**src/sv/lss_pkg.sv**
```systemverilog
// Package for the LIFO stack with search: command and status codes,
// output field widths and the controller/datapath interface structs.
// No dependencies.
package lss_pkg;

  // Default number of stack entries.
  localparam int unsigned LSS_DEPTH = 16;

  // Fixed widths of the beat fields.
  localparam int unsigned WORD_W  = 32;
  localparam int unsigned COUNT_W = 5;

  typedef enum logic [1:0] {
    CMD_PUSH   = 2'd0,
    CMD_POP    = 2'd1,
    CMD_SEARCH = 2'd2,
    CMD_CLEAR  = 2'd3
  } cmd_t;

  typedef enum logic [1:0] {
    ST_DONE      = 2'd0,
    ST_POP_EMPTY = 2'd1,
    ST_PUSH_FULL = 2'd2
  } status_t;

  // Commands from the controller to the datapath.
  typedef struct packed {
    logic    capture;     // latch the input beat and clear per-item results
    logic    do_push;     // write the value on top and bump the count
    logic    do_pop;      // remove the top word and issue the new-top read
    logic    do_clear;    // drop all entries
    logic    top_load;    // take the read data as the new top word
    logic    srch_start;  // read entry zero and reset the scan index
    logic    srch_next;   // read the next entry of the scan
    logic    set_found;   // record a search match
    logic    set_status;  // record an error status
    status_t status_code;
    logic    out_load;    // load the result register
  } dp_ctl_t;

  // Status from the datapath to the controller.
  typedef struct packed {
    cmd_t cmd;    // latched command of the item in flight
    logic empty;  // count is zero
    logic full;   // count equals the depth
    logic multi;  // count is at least two
    logic hit;    // read data matches the search value
    logic last;   // scan index points at the top entry
  } dp_sts_t;

endpackage

```
**src/sv/lss_ctrl.sv**
```systemverilog
// Controller of the LIFO stack: one-hot sequencer over accept, execute,
// top refill, search scan and result hand-off. Depends on lss_pkg.
module lss_ctrl
  import lss_pkg::*;
(
  input  logic    clk,
  input  logic    rst_n,
  input  logic    in_valid,
  output logic    in_stall,
  output logic    out_valid,
  input  logic    out_stall,
  input  dp_sts_t sts,
  output dp_ctl_t ctl
);

  typedef enum logic [4:0] {
    S_IDLE = 5'b00001,
    S_EXEC = 5'b00010,
    S_POPW = 5'b00100,
    S_SRCH = 5'b01000,
    S_FIN  = 5'b10000
  } state_t;

  state_t state_r, state_nxt;
  logic   out_valid_r, out_valid_nxt;

  // Next-state and command decode.
  always_comb begin
    ctl           = '0;
    state_nxt     = state_r;
    out_valid_nxt = out_valid_r && out_stall;
    case (state_r)
      S_IDLE: begin
        if (in_valid) begin
          ctl.capture = 1'b1;
          state_nxt   = S_EXEC;
        end
      end
      S_EXEC: begin
        state_nxt = S_FIN;
        case (sts.cmd)
          CMD_PUSH: begin
            if (sts.full) begin
              ctl.set_status  = 1'b1;
              ctl.status_code = ST_PUSH_FULL;
            end else begin
              ctl.do_push = 1'b1;
            end
          end
          CMD_POP: begin
            if (sts.empty) begin
              ctl.set_status  = 1'b1;
              ctl.status_code = ST_POP_EMPTY;
            end else begin
              ctl.do_pop = 1'b1;
              if (sts.multi) begin
                state_nxt = S_POPW;
              end
            end
          end
          CMD_SEARCH: begin
            if (!sts.empty) begin
              ctl.srch_start = 1'b1;
              state_nxt      = S_SRCH;
            end
          end
          CMD_CLEAR: begin
            ctl.do_clear = 1'b1;
          end
          default: begin
            ctl.do_clear = 1'b1;
          end
        endcase
      end
      S_POPW: begin
        ctl.top_load = 1'b1;
        state_nxt    = S_FIN;
      end
      S_SRCH: begin
        if (sts.hit) begin
          ctl.set_found = 1'b1;
          state_nxt     = S_FIN;
        end else if (sts.last) begin
          state_nxt = S_FIN;
        end else begin
          ctl.srch_next = 1'b1;
        end
      end
      S_FIN: begin
        // Hand the result over once the output register is free or draining.
        if (!out_valid_r || !out_stall) begin
          ctl.out_load  = 1'b1;
          out_valid_nxt = 1'b1;
          state_nxt     = S_IDLE;
        end
      end
      default: begin
        state_nxt = S_IDLE;
      end
    endcase
  end

  // State and output-valid registers.
  always_ff @(posedge clk) begin
    if (!rst_n) begin
      state_r     <= S_IDLE;
      out_valid_r <= 1'b0;
    end else begin
      state_r     <= state_nxt;
      out_valid_r <= out_valid_nxt;
    end
  end

  assign in_stall  = (state_r != S_IDLE);
  assign out_valid = out_valid_r;

endmodule

```
**src/sv/lss_dp.sv**
```systemverilog
// Datapath of the LIFO stack: entry memory with registered read, count,
// top-word shadow, search scan index and the result register. Depends on lss_pkg.
module lss_dp
  import lss_pkg::*;
#(
  parameter int unsigned DEPTH = LSS_DEPTH
) (
  input  logic                     clk,
  input  logic                     rst_n,
  input  logic [1:0]               in_command,
  input  logic signed [WORD_W-1:0] in_value,
  input  dp_ctl_t                  ctl,
  output dp_sts_t                  sts,
  output logic [1:0]               out_status,
  output logic signed [WORD_W-1:0] out_popped_word,
  output logic                     out_found,
  output logic                     out_is_empty,
  output logic [COUNT_W-1:0]       out_entry_count,
  output logic signed [WORD_W-1:0] out_top_word
);

  localparam int unsigned AW = (DEPTH > 1) ? $clog2(DEPTH) : 1;
  localparam int unsigned CW = $clog2(DEPTH + 1);

  // Entry memory and its registered read port.
  logic [WORD_W-1:0] mem [DEPTH];
  logic [WORD_W-1:0] rdata_r;
  logic [AW-1:0]     rd_addr;
  logic [CW-1:0]     count_m2;

  // Item state.
  cmd_t              cmd_r;
  logic [WORD_W-1:0] val_r;
  logic [CW-1:0]     count_r;
  logic [WORD_W-1:0] top_r;
  logic [AW-1:0]     idx_r;
  status_t           status_r;
  logic [WORD_W-1:0] popped_r;
  logic              found_r;

  // Result register.
  logic [1:0]               out_status_r;
  logic signed [WORD_W-1:0] out_popped_word_r;
  logic                     out_found_r;
  logic                     out_is_empty_r;
  logic [COUNT_W-1:0]       out_entry_count_r;
  logic signed [WORD_W-1:0] out_top_word_r;

  // Read address: scan start, scan step, or the entry below the popped top.
  assign count_m2 = count_r - CW'(2);
  always_comb begin
    if (ctl.srch_start) begin
      rd_addr = '0;
    end else if (ctl.srch_next) begin
      rd_addr = idx_r + AW'(1);
    end else begin
      rd_addr = count_m2[AW-1:0];
    end
  end

  // Memory write on push and a read every cycle.
  always_ff @(posedge clk) begin
    if (ctl.do_push) begin
      mem[count_r[AW-1:0]] <= val_r;
    end
    rdata_r <= mem[rd_addr];
  end

  // Entry count.
  always_ff @(posedge clk) begin
    if (!rst_n) begin
      count_r <= '0;
    end else if (ctl.do_push) begin
      count_r <= count_r + CW'(1);
    end else if (ctl.do_pop) begin
      count_r <= count_r - CW'(1);
    end else if (ctl.do_clear) begin
      count_r <= '0;
    end
  end

  // Item registers, top shadow and scan index.
  always_ff @(posedge clk) begin
    if (ctl.capture) begin
      cmd_r    <= cmd_t'(in_command);
      val_r    <= in_value;
      status_r <= ST_DONE;
      popped_r <= '0;
      found_r  <= 1'b0;
    end
    if (ctl.set_status) begin
      status_r <= ctl.status_code;
    end
    if (ctl.set_found) begin
      found_r <= 1'b1;
    end
    if (ctl.do_pop) begin
      popped_r <= top_r;
    end
    if (ctl.do_push) begin
      top_r <= val_r;
    end else if (ctl.top_load) begin
      top_r <= rdata_r;
    end
    if (ctl.srch_start) begin
      idx_r <= '0;
    end else if (ctl.srch_next) begin
      idx_r <= idx_r + AW'(1);
    end
  end

  // Result register load.
  always_ff @(posedge clk) begin
    if (ctl.out_load) begin
      out_status_r      <= status_r;
      out_popped_word_r <= popped_r;
      out_found_r       <= found_r;
      out_is_empty_r    <= (count_r == '0);
      out_entry_count_r <= COUNT_W'(count_r);
      out_top_word_r    <= (count_r == '0) ? '0 : top_r;
    end
  end

  // Status toward the controller.
  always_comb begin
    sts.cmd   = cmd_r;
    sts.empty = (count_r == '0);
    sts.full  = (count_r == CW'(DEPTH));
    sts.multi = (count_r > CW'(1));
    sts.hit   = (rdata_r == val_r);
    sts.last  = (CW'(idx_r) == (count_r - CW'(1)));
  end

  assign out_status      = out_status_r;
  assign out_popped_word = out_popped_word_r;
  assign out_found       = out_found_r;
  assign out_is_empty    = out_is_empty_r;
  assign out_entry_count = out_entry_count_r;
  assign out_top_word    = out_top_word_r;

endmodule

```
**src/sv/lifo_stack_with_search.sv**
```systemverilog
// Top level of the LIFO stack with search: joins the controller and the
// datapath. Depends on lss_pkg, lss_ctrl and lss_dp.
//
//   Channel | Direction | Ports
//   --------+-----------+-------------------------------------------------
//   in      | in        | in_valid, in_stall, in_command, in_value
//   out     | out       | out_valid, out_stall, out_status, out_popped_word,
//           |           | out_found, out_is_empty, out_entry_count,
//           |           | out_top_word
//
// One beat is worked on at a time. Push and clear go from accept through execute
// to the result hand-off; pop also refills the top word from memory when an entry
// is left below it, and search scans one entry per cycle through the single
// memory read port until a hit or the top entry.
// Reset (rst_n low, synchronous) empties the stack; no clearing pass is needed.
// A result held under out_stall does not block the next input beat from being
// accepted and worked on; only the hand-off of its result waits.
module lifo_stack_with_search
  import lss_pkg::*;
#(
  parameter int unsigned DEPTH = LSS_DEPTH
) (
  input  logic                     clk,
  input  logic                     rst_n,
  input  logic                     in_valid,
  output logic                     in_stall,
  input  logic [1:0]               in_command,
  input  logic signed [WORD_W-1:0] in_value,
  output logic                     out_valid,
  input  logic                     out_stall,
  output logic [1:0]               out_status,
  output logic signed [WORD_W-1:0] out_popped_word,
  output logic                     out_found,
  output logic                     out_is_empty,
  output logic [COUNT_W-1:0]       out_entry_count,
  output logic signed [WORD_W-1:0] out_top_word
);

  dp_ctl_t ctl;
  dp_sts_t sts;

  // Sequencer.
  lss_ctrl u_ctrl (
    .clk       (clk),
    .rst_n     (rst_n),
    .in_valid  (in_valid),
    .in_stall  (in_stall),
    .out_valid (out_valid),
    .out_stall (out_stall),
    .sts       (sts),
    .ctl       (ctl)
  );

  // Storage and result datapath.
  lss_dp #(
    .DEPTH (DEPTH)
  ) u_dp (
    .clk             (clk),
    .rst_n           (rst_n),
    .in_command      (in_command),
    .in_value        (in_value),
    .ctl             (ctl),
    .sts             (sts),
    .out_status      (out_status),
    .out_popped_word (out_popped_word),
    .out_found       (out_found),
    .out_is_empty    (out_is_empty),
    .out_entry_count (out_entry_count),
    .out_top_word    (out_top_word)
  );

endmodule

```
**config.mk**
```make
export PLATFORM = sky130hd
export DESIGN_NAME = lifo_stack_with_search
export DESIGN_NICKNAME = d
export VERILOG_FILES = /design/src/sv/lss_pkg.sv /design/src/sv/lss_ctrl.sv /design/src/sv/lss_dp.sv /design/src/sv/lifo_stack_with_search.sv
export SDC_FILE = /design/constraint.sdc
export NUM_CORES = 1
export LEC_CHECK = 0
export BUFFER_PORTS_ARGS = -buffer_cell sky130_fd_sc_hd__buf_2
export CAP_MARGIN = 20
export CELL_PAD_IN_SITES_DETAIL_PLACEMENT = 0
export CELL_PAD_IN_SITES_GLOBAL_PLACEMENT = 1
export CORE_MARGIN = 1.5
export CORE_UTILIZATION = 45
export DETAILED_ROUTE_END_ITERATION = 10
export GPL_TIMING_DRIVEN = 0
export PLACE_DENSITY_LB_ADDON = 0.1
export SYNTH_ARGS = -nofsm -noshare
export SYNTH_HDL_FRONTEND = slang
export SYNTH_SLANG_ARGS = --single-unit
```
**constraint.sdc**
```tcl
create_clock -name clk -period 4.4 [get_ports clk]
set_input_delay 0.66 -clock clk [delete_from_list [all_inputs] [get_ports clk]]
set_output_delay 0.66 -clock clk [all_outputs]
set_load 0.02 [all_outputs]
```
After elaboration in Yosys (flattened, before gate mapping)
Memories as Yosys holds them, arrays and structs flattened. A register that Yosys moved wholly into a read port is not among the register bits.
Index checks and enable logic that the tools add are counted.
- register bits after elaboration: 189
- output and inout bits: 75
- input bits: 38
- memory bits (read-only): 0
- bits in latches: 0
- memories kept: 1
- logic and storage cells: 93
- RAM bits: 512
- memory list (name ; depth ; width ; rd ports ; clocked after memory_dff ; wr ports ; line ; source):
    u_dp.mem ; 16 ; 32 ; 1 ; 1 ; 1 ; lss_dp.sv:26 ; logic [WORD_W-1:0] mem [DEPTH];
- multipliers: 0
- div/mod/pow operators: 0
- mux-type cells: 45
- equal/unequal tests: 15
- reductions and logical operators: 11
- bitwise operators: 0
- magnitude comparators: 1
- add/subtract/negate cells: 4
- shift-type cells: 0
- operator list (operator ; count):
    $mux 32 ; 4
    $mux 5 ; 10
    $eq 32x32->1 ; 1
    $pmux 5 s5 ; 1
    $mux 1 ; 19
    $mux 3 ; 4
    $eq 5x5->1 const B ; 2
    $pmux 5 s2 ; 1
    $mux 4 ; 2
    $mux 2 ; 3
    $pmux 3 s2 ; 1
    $reduce_bool 2->1 ; 3
    $add 5x1->5 const B ; 1
    $eq 4x5->1 ; 1
    $eq 5x1->1 const B ; 1
    $eq 5x2->1 const B ; 1
    $eq 5x3->1 const B ; 1
    $eq 5x4->1 const B ; 1
    $gt 5x1->1 const B ; 1
    $logic_not 5->1 ; 1
    $ne 5x1->1 const B ; 1
    $sub 5x1->5 const B ; 1
    $add 4x1->4 const B ; 1
    $eq 2x2->1 const B ; 2
    11 further kinds ; 12

Logic depth before layout (Yosys ltp)
- depth in word-level cells: 7
- mapped depth: 16
- depth with buffers taken out: 11

Cells and area by module
Synthesis repeated with hierarchy kept, for this count alone.
- cell total of the unflattened synthesis: 1834
- area, all modules: 28761.3 µm²
- by module, submodules not included (module ; instances ; sequential area each (µm²) ; cells an instance ; area an instance (µm²)):
    lss_dp ; 1 ; 21410.5 ; 1783 ; 28330.9
    lss_ctrl ; 1 ; 120.1 ; 51 ; 430.4

Worst setup path after synthesis
OpenSTA, ideal clock, no wires.
- path kind: reg-to-reg
- from: reg u_ctrl.state_r[2]
- to: reg u_dp.out_entry_count_r[0] (netlist: u_dp.out_entry_count[0]) (enable)
- slack: -0.374 ns
- data required time: 3.872 ns
- cell stages (with the launch flop): 4
- period minus slack after synthesis: 4.774 ns
- setup time: 0.528 ns
- path buffers: 0
- arrival: 4.246 ns
- cell sequence: dfxtp_1 nor3_1 nand3b_1 a21oi_1
- RTL lines (item ; line ; source):
    start: declaration ; lss_ctrl.sv:24 ; state_t state_r, state_nxt;
    start signal: assignment ; lss_ctrl.sv:109 ; state_r <= state_nxt;
    end signal: assignment ; lss_dp.sv:119 ; out_entry_count_r <= COUNT_W'(count_r);
    end: declaration ; lss_dp.sv:46 ; logic [COUNT_W-1:0] out_entry_count_r;

Worst setup path in the final report
- from: reg u_dp.val_r[10]
- to: reg u_dp.rdata_r[18] (read register of u_dp.mem)
- longest elaborated chain between the ends: 5
- RTL lines (item ; line ; source):
    start: declaration ; lss_dp.sv:33 ; logic [WORD_W-1:0] val_r;
    start signal: assignment ; lss_dp.sv:86 ; val_r <= in_value;
    $eq 32x32->1 ; lss_dp.sv:130 ; sts.hit = (rdata_r == val_r);
    $mux 1 ; lss_ctrl.sv:80 ; if (sts.hit) begin
    $mux 2 ; lss_ctrl.sv:32 ; case (state_r)
    $mux 4 ; lss_dp.sv:54 ; end else if (ctl.srch_next) begin
    $mux 4 ; lss_dp.sv:52 ; if (ctl.srch_start) begin
    end: declaration ; lss_dp.sv:27 ; logic [WORD_W-1:0] rdata_r;
Every way passes these cells.
A chain may end at the register's enable or synchronous reset.

==> key figures <==
Floorplanning
  – Die Outline Area: 66100 µm²
  – Initial Utilization: approximately 46%
  – Die W: about 260 µm
  – I/O pins: around 110
  – Row cnt: slightly above 90
  – Core box area: between 60000 and 70000 µm²
  – Chip height: 257 µm

Drt
  – Total number of vias: between 15000 and 20000
  – Via density: 5.86
  – Final wirelength: 84.0 mm
  – Router iterations before antenna repair: 5
  – Iter 0 DRT Violations: ~1800
  – DR WL/cell: between 20 and 30 µm
  – Drt drc: 0
  – Post-route ant nets: 0

Yosys
  – Yosys reg bits: roughly 730
  – Synth Area per Inst: ~15 µm²
  – Primary FF master, synth: edfxtp_1
  – Syn_nets: 2051
  – Post-synth EDFFs: 685
  – Post-synthesis sequential area ratio: about three quarters
  – YS warnings: 0
  – Netlist cell types: 54
  – Mapped cell area: approximately 29000 µm²
  – Cells after Synth: 2001
  – Ys async rst share: 0%

Timing
  – Clock skew: 0.0273 ns
  – Worst rel slew slack: a little over a quarter
  – Final hold slack: roughly 0.20 ns
  – Final setup fails: 0
  – Worst Tran Pin Value: 1.09 ns
  – Min cycle time layout: about 4.3 ns
  – Final hold vios: 0
  – Final Max Tran Viols: 0
  – Fmax: approximately 230 MHz
  – Final period util: between 90 and 100%
  – RSZ-0062 raised after global routing: yes
  – Setup_tns: 0 ns

Global routing
  – GRT Total Usage: about a quarter
  – First-pass GRT wire length: roughly 120 mm
  – Vias in the first global route: 18417
  – Largest net degree at the start of global routing: 33
  – Initial antenna violation count: 5
  – Remaining global-route overflow: 0

Setup path
  – Setup crit end kind: register
  – CP Class: register to register
  – WP data arrival: about 4.8 ns
  – Reg2reg path depth: 12
  – Crit path max fanout: 18
  – Data required, critical path: roughly 4.9 ns
  – Worst setup SP type: register

Finish
  – Most common cell after layout, fill and taps aside: edfxtp_1
  – Fin util: 54.0%
  – Layout area overhead: 17.9%
  – Most frequent cells in the layout: edfxtp_1, a21oi_1, buf_2
  – Share of layout cells above drive strength 1: a little under a fifth
  – Nets@finish: about 2300
  – ANT cells: 0

Placed design
  – DP Wirelength: 58.0 mm
  – # port buffers: roughly 110
  – Routability cong.: ~0.83

Clock tree
  – CTS Sinks: between 700 and 800
  – TritonCTS clock tree: done
  – Clk slew on worst S/H paths: 0.06 ns
  – CTS Buffer Depth: 3
  – Clk_lat worst skew: ~0.63 ns
  – Clock buffers created by TritonCTS: ~80
  – H-tree depth: 3
  – CTS Root Cell: clkbuf_16

Status
  – Outcome: complete, no violations

Pwr
  – Pleak: 11.5 nW
  – Power per standard cell area: approximately 560 nW/µm²
  – Worst vdd ir: 0.000297 V

Run
  – Max-cap viol count: 0

Hold path
  – HP Class: primary input to register
  – Worst Hold Depth: 1
## power by group
| group | switching (W) | total [W] | internal (W) | leakage [nW] |
|---|---|---|---|---|
| sequential | 0.000445 | 0.00876 | 0.00832 | 6.60 |
| combinational | 0.00253 | 0.00384 | 0.00131 | 3.72 |
| clock | 0.00268 | 0.00644 | 0.00376 | 1.21 |
## synthesized netlist by cell type, types with 36 or more instances
master    instances  share of area (%)
o31ai_1          64                1.7
nand3_1         135                2.3
o221a_1          60                2.3
nand2_1         122                1.6
nor3_1           70                1.2
edfxtp_1        685                 71
xnor2_1          36                1.1
clkbuf_1        104                1.3
o32ai_1          64                1.9
a21oi_1         202                3.5
o21ai_0         136                2.3
buf_2            38               0.65
dfxtp_1          48                3.3
## routing by layer
layer  vias up  track usage [%]  routed length, µm
li1       8279                -                  -
met3       143             4.69               6240
met2       762             42.0              40300
met4         2             8.68               2370
met5         -                0                 10
met1      9231             33.7              35100
## flip-flops by register name, indices dropped and copies added (netlist names), 2 cells and up
signal,cells
u_dp.mem,512
u_dp.out_popped_word,32
u_dp.out_top_word,32
u_dp.popped_r,32
u_dp.rdata_r,32
u_dp.top_r,32
u_dp.val_r,32
u_ctrl.state_r,5
u_dp.count_r,5
u_dp.out_entry_count,5
u_dp.idx_r,4
u_dp.cmd_r,2
u_dp.out_status,2
u_dp.status_r,2
## cell families after synthesis
kind of cell,after synthesis,synth area share [%]
DFF,733,74.1
AOI/OAI and AO/OA,553,12.5
and+or+nand+nor,450,7.63
buffers and inverters,175,2.68
xor gates and xnor gates,43,1.30
muxes,35,1.21
adders and majority gates,12,0.517
## final cells by class
class / count / area [µm²]
fill: 5205 / 29200
sequential: 733 / 21500
multi-input combinational: 1093 / 7110
clock buffer: 99 / 2120
timing repair buffer: 156 / 1190
tap: 846 / 1060
buffer: 165 / 837
clock inverter: 42 / 379
inverter: 9 / 33.8
## repair_timing
action                     in CTS  in global routing
buffers inserted               12                  5
resized for setup              51                 81
pin swaps                       1                  1
setup endpoints to repair      32                 32
hold buffers                    0                  0
## critical path, stage by stage, from the launching register on
cell	delay (ns)
edfxtp_1	0.71
xnor2_1	0.43
nand4_1	0.20
nor4_4	0.50
a21bo_4	0.23
nor3_4	0.06
buf_6	0.18
buf_4	0.22
nor2_4	0.43
buf_2	0.37
o221a_1	0.28
o32ai_1	0.11
mux2i_1	0.39
## worst paths after layout
path | from | endpoint | slack, ns
worst max register to register | u_dp.val_r[10]$_DFFE_PP_ | u_dp.rdata_r[18]$_DFF_P_ | 0.09
worst min register to register | u_dp.popped_r[11]$_SDFFCE_PN0P_ | u_dp.out_popped_word[11]$_DFFE_PP_ | 0.42
worst min-delay path | in_value[23] | u_dp.val_r[23]$_DFFE_PP_ | 0.20
worst max-delay path | u_dp.val_r[10]$_DFFE_PP_ | u_dp.rdata_r[18]$_DFF_P_ | 0.09
## through the flow
stage / setup WS [ns] / area, µm² / cells / total power [W]
after floorplan: 0.00656 / 29000 / 2001 / 0.0108
after global placement: -2.78 / 30700 / 2959 / 0.0124
after detailed placement: -0.588 / 31300 / 2986 / 0.0124
after CTS: 0.00428 / 34000 / 3139 / 0.0190
after global routing: -0.00591 / 34200 / 3143 / 0.0196
final: 0.0934 / 34200 / 3143 / 0.0190
No activity file was read; power rests on OpenSTA's default activity.
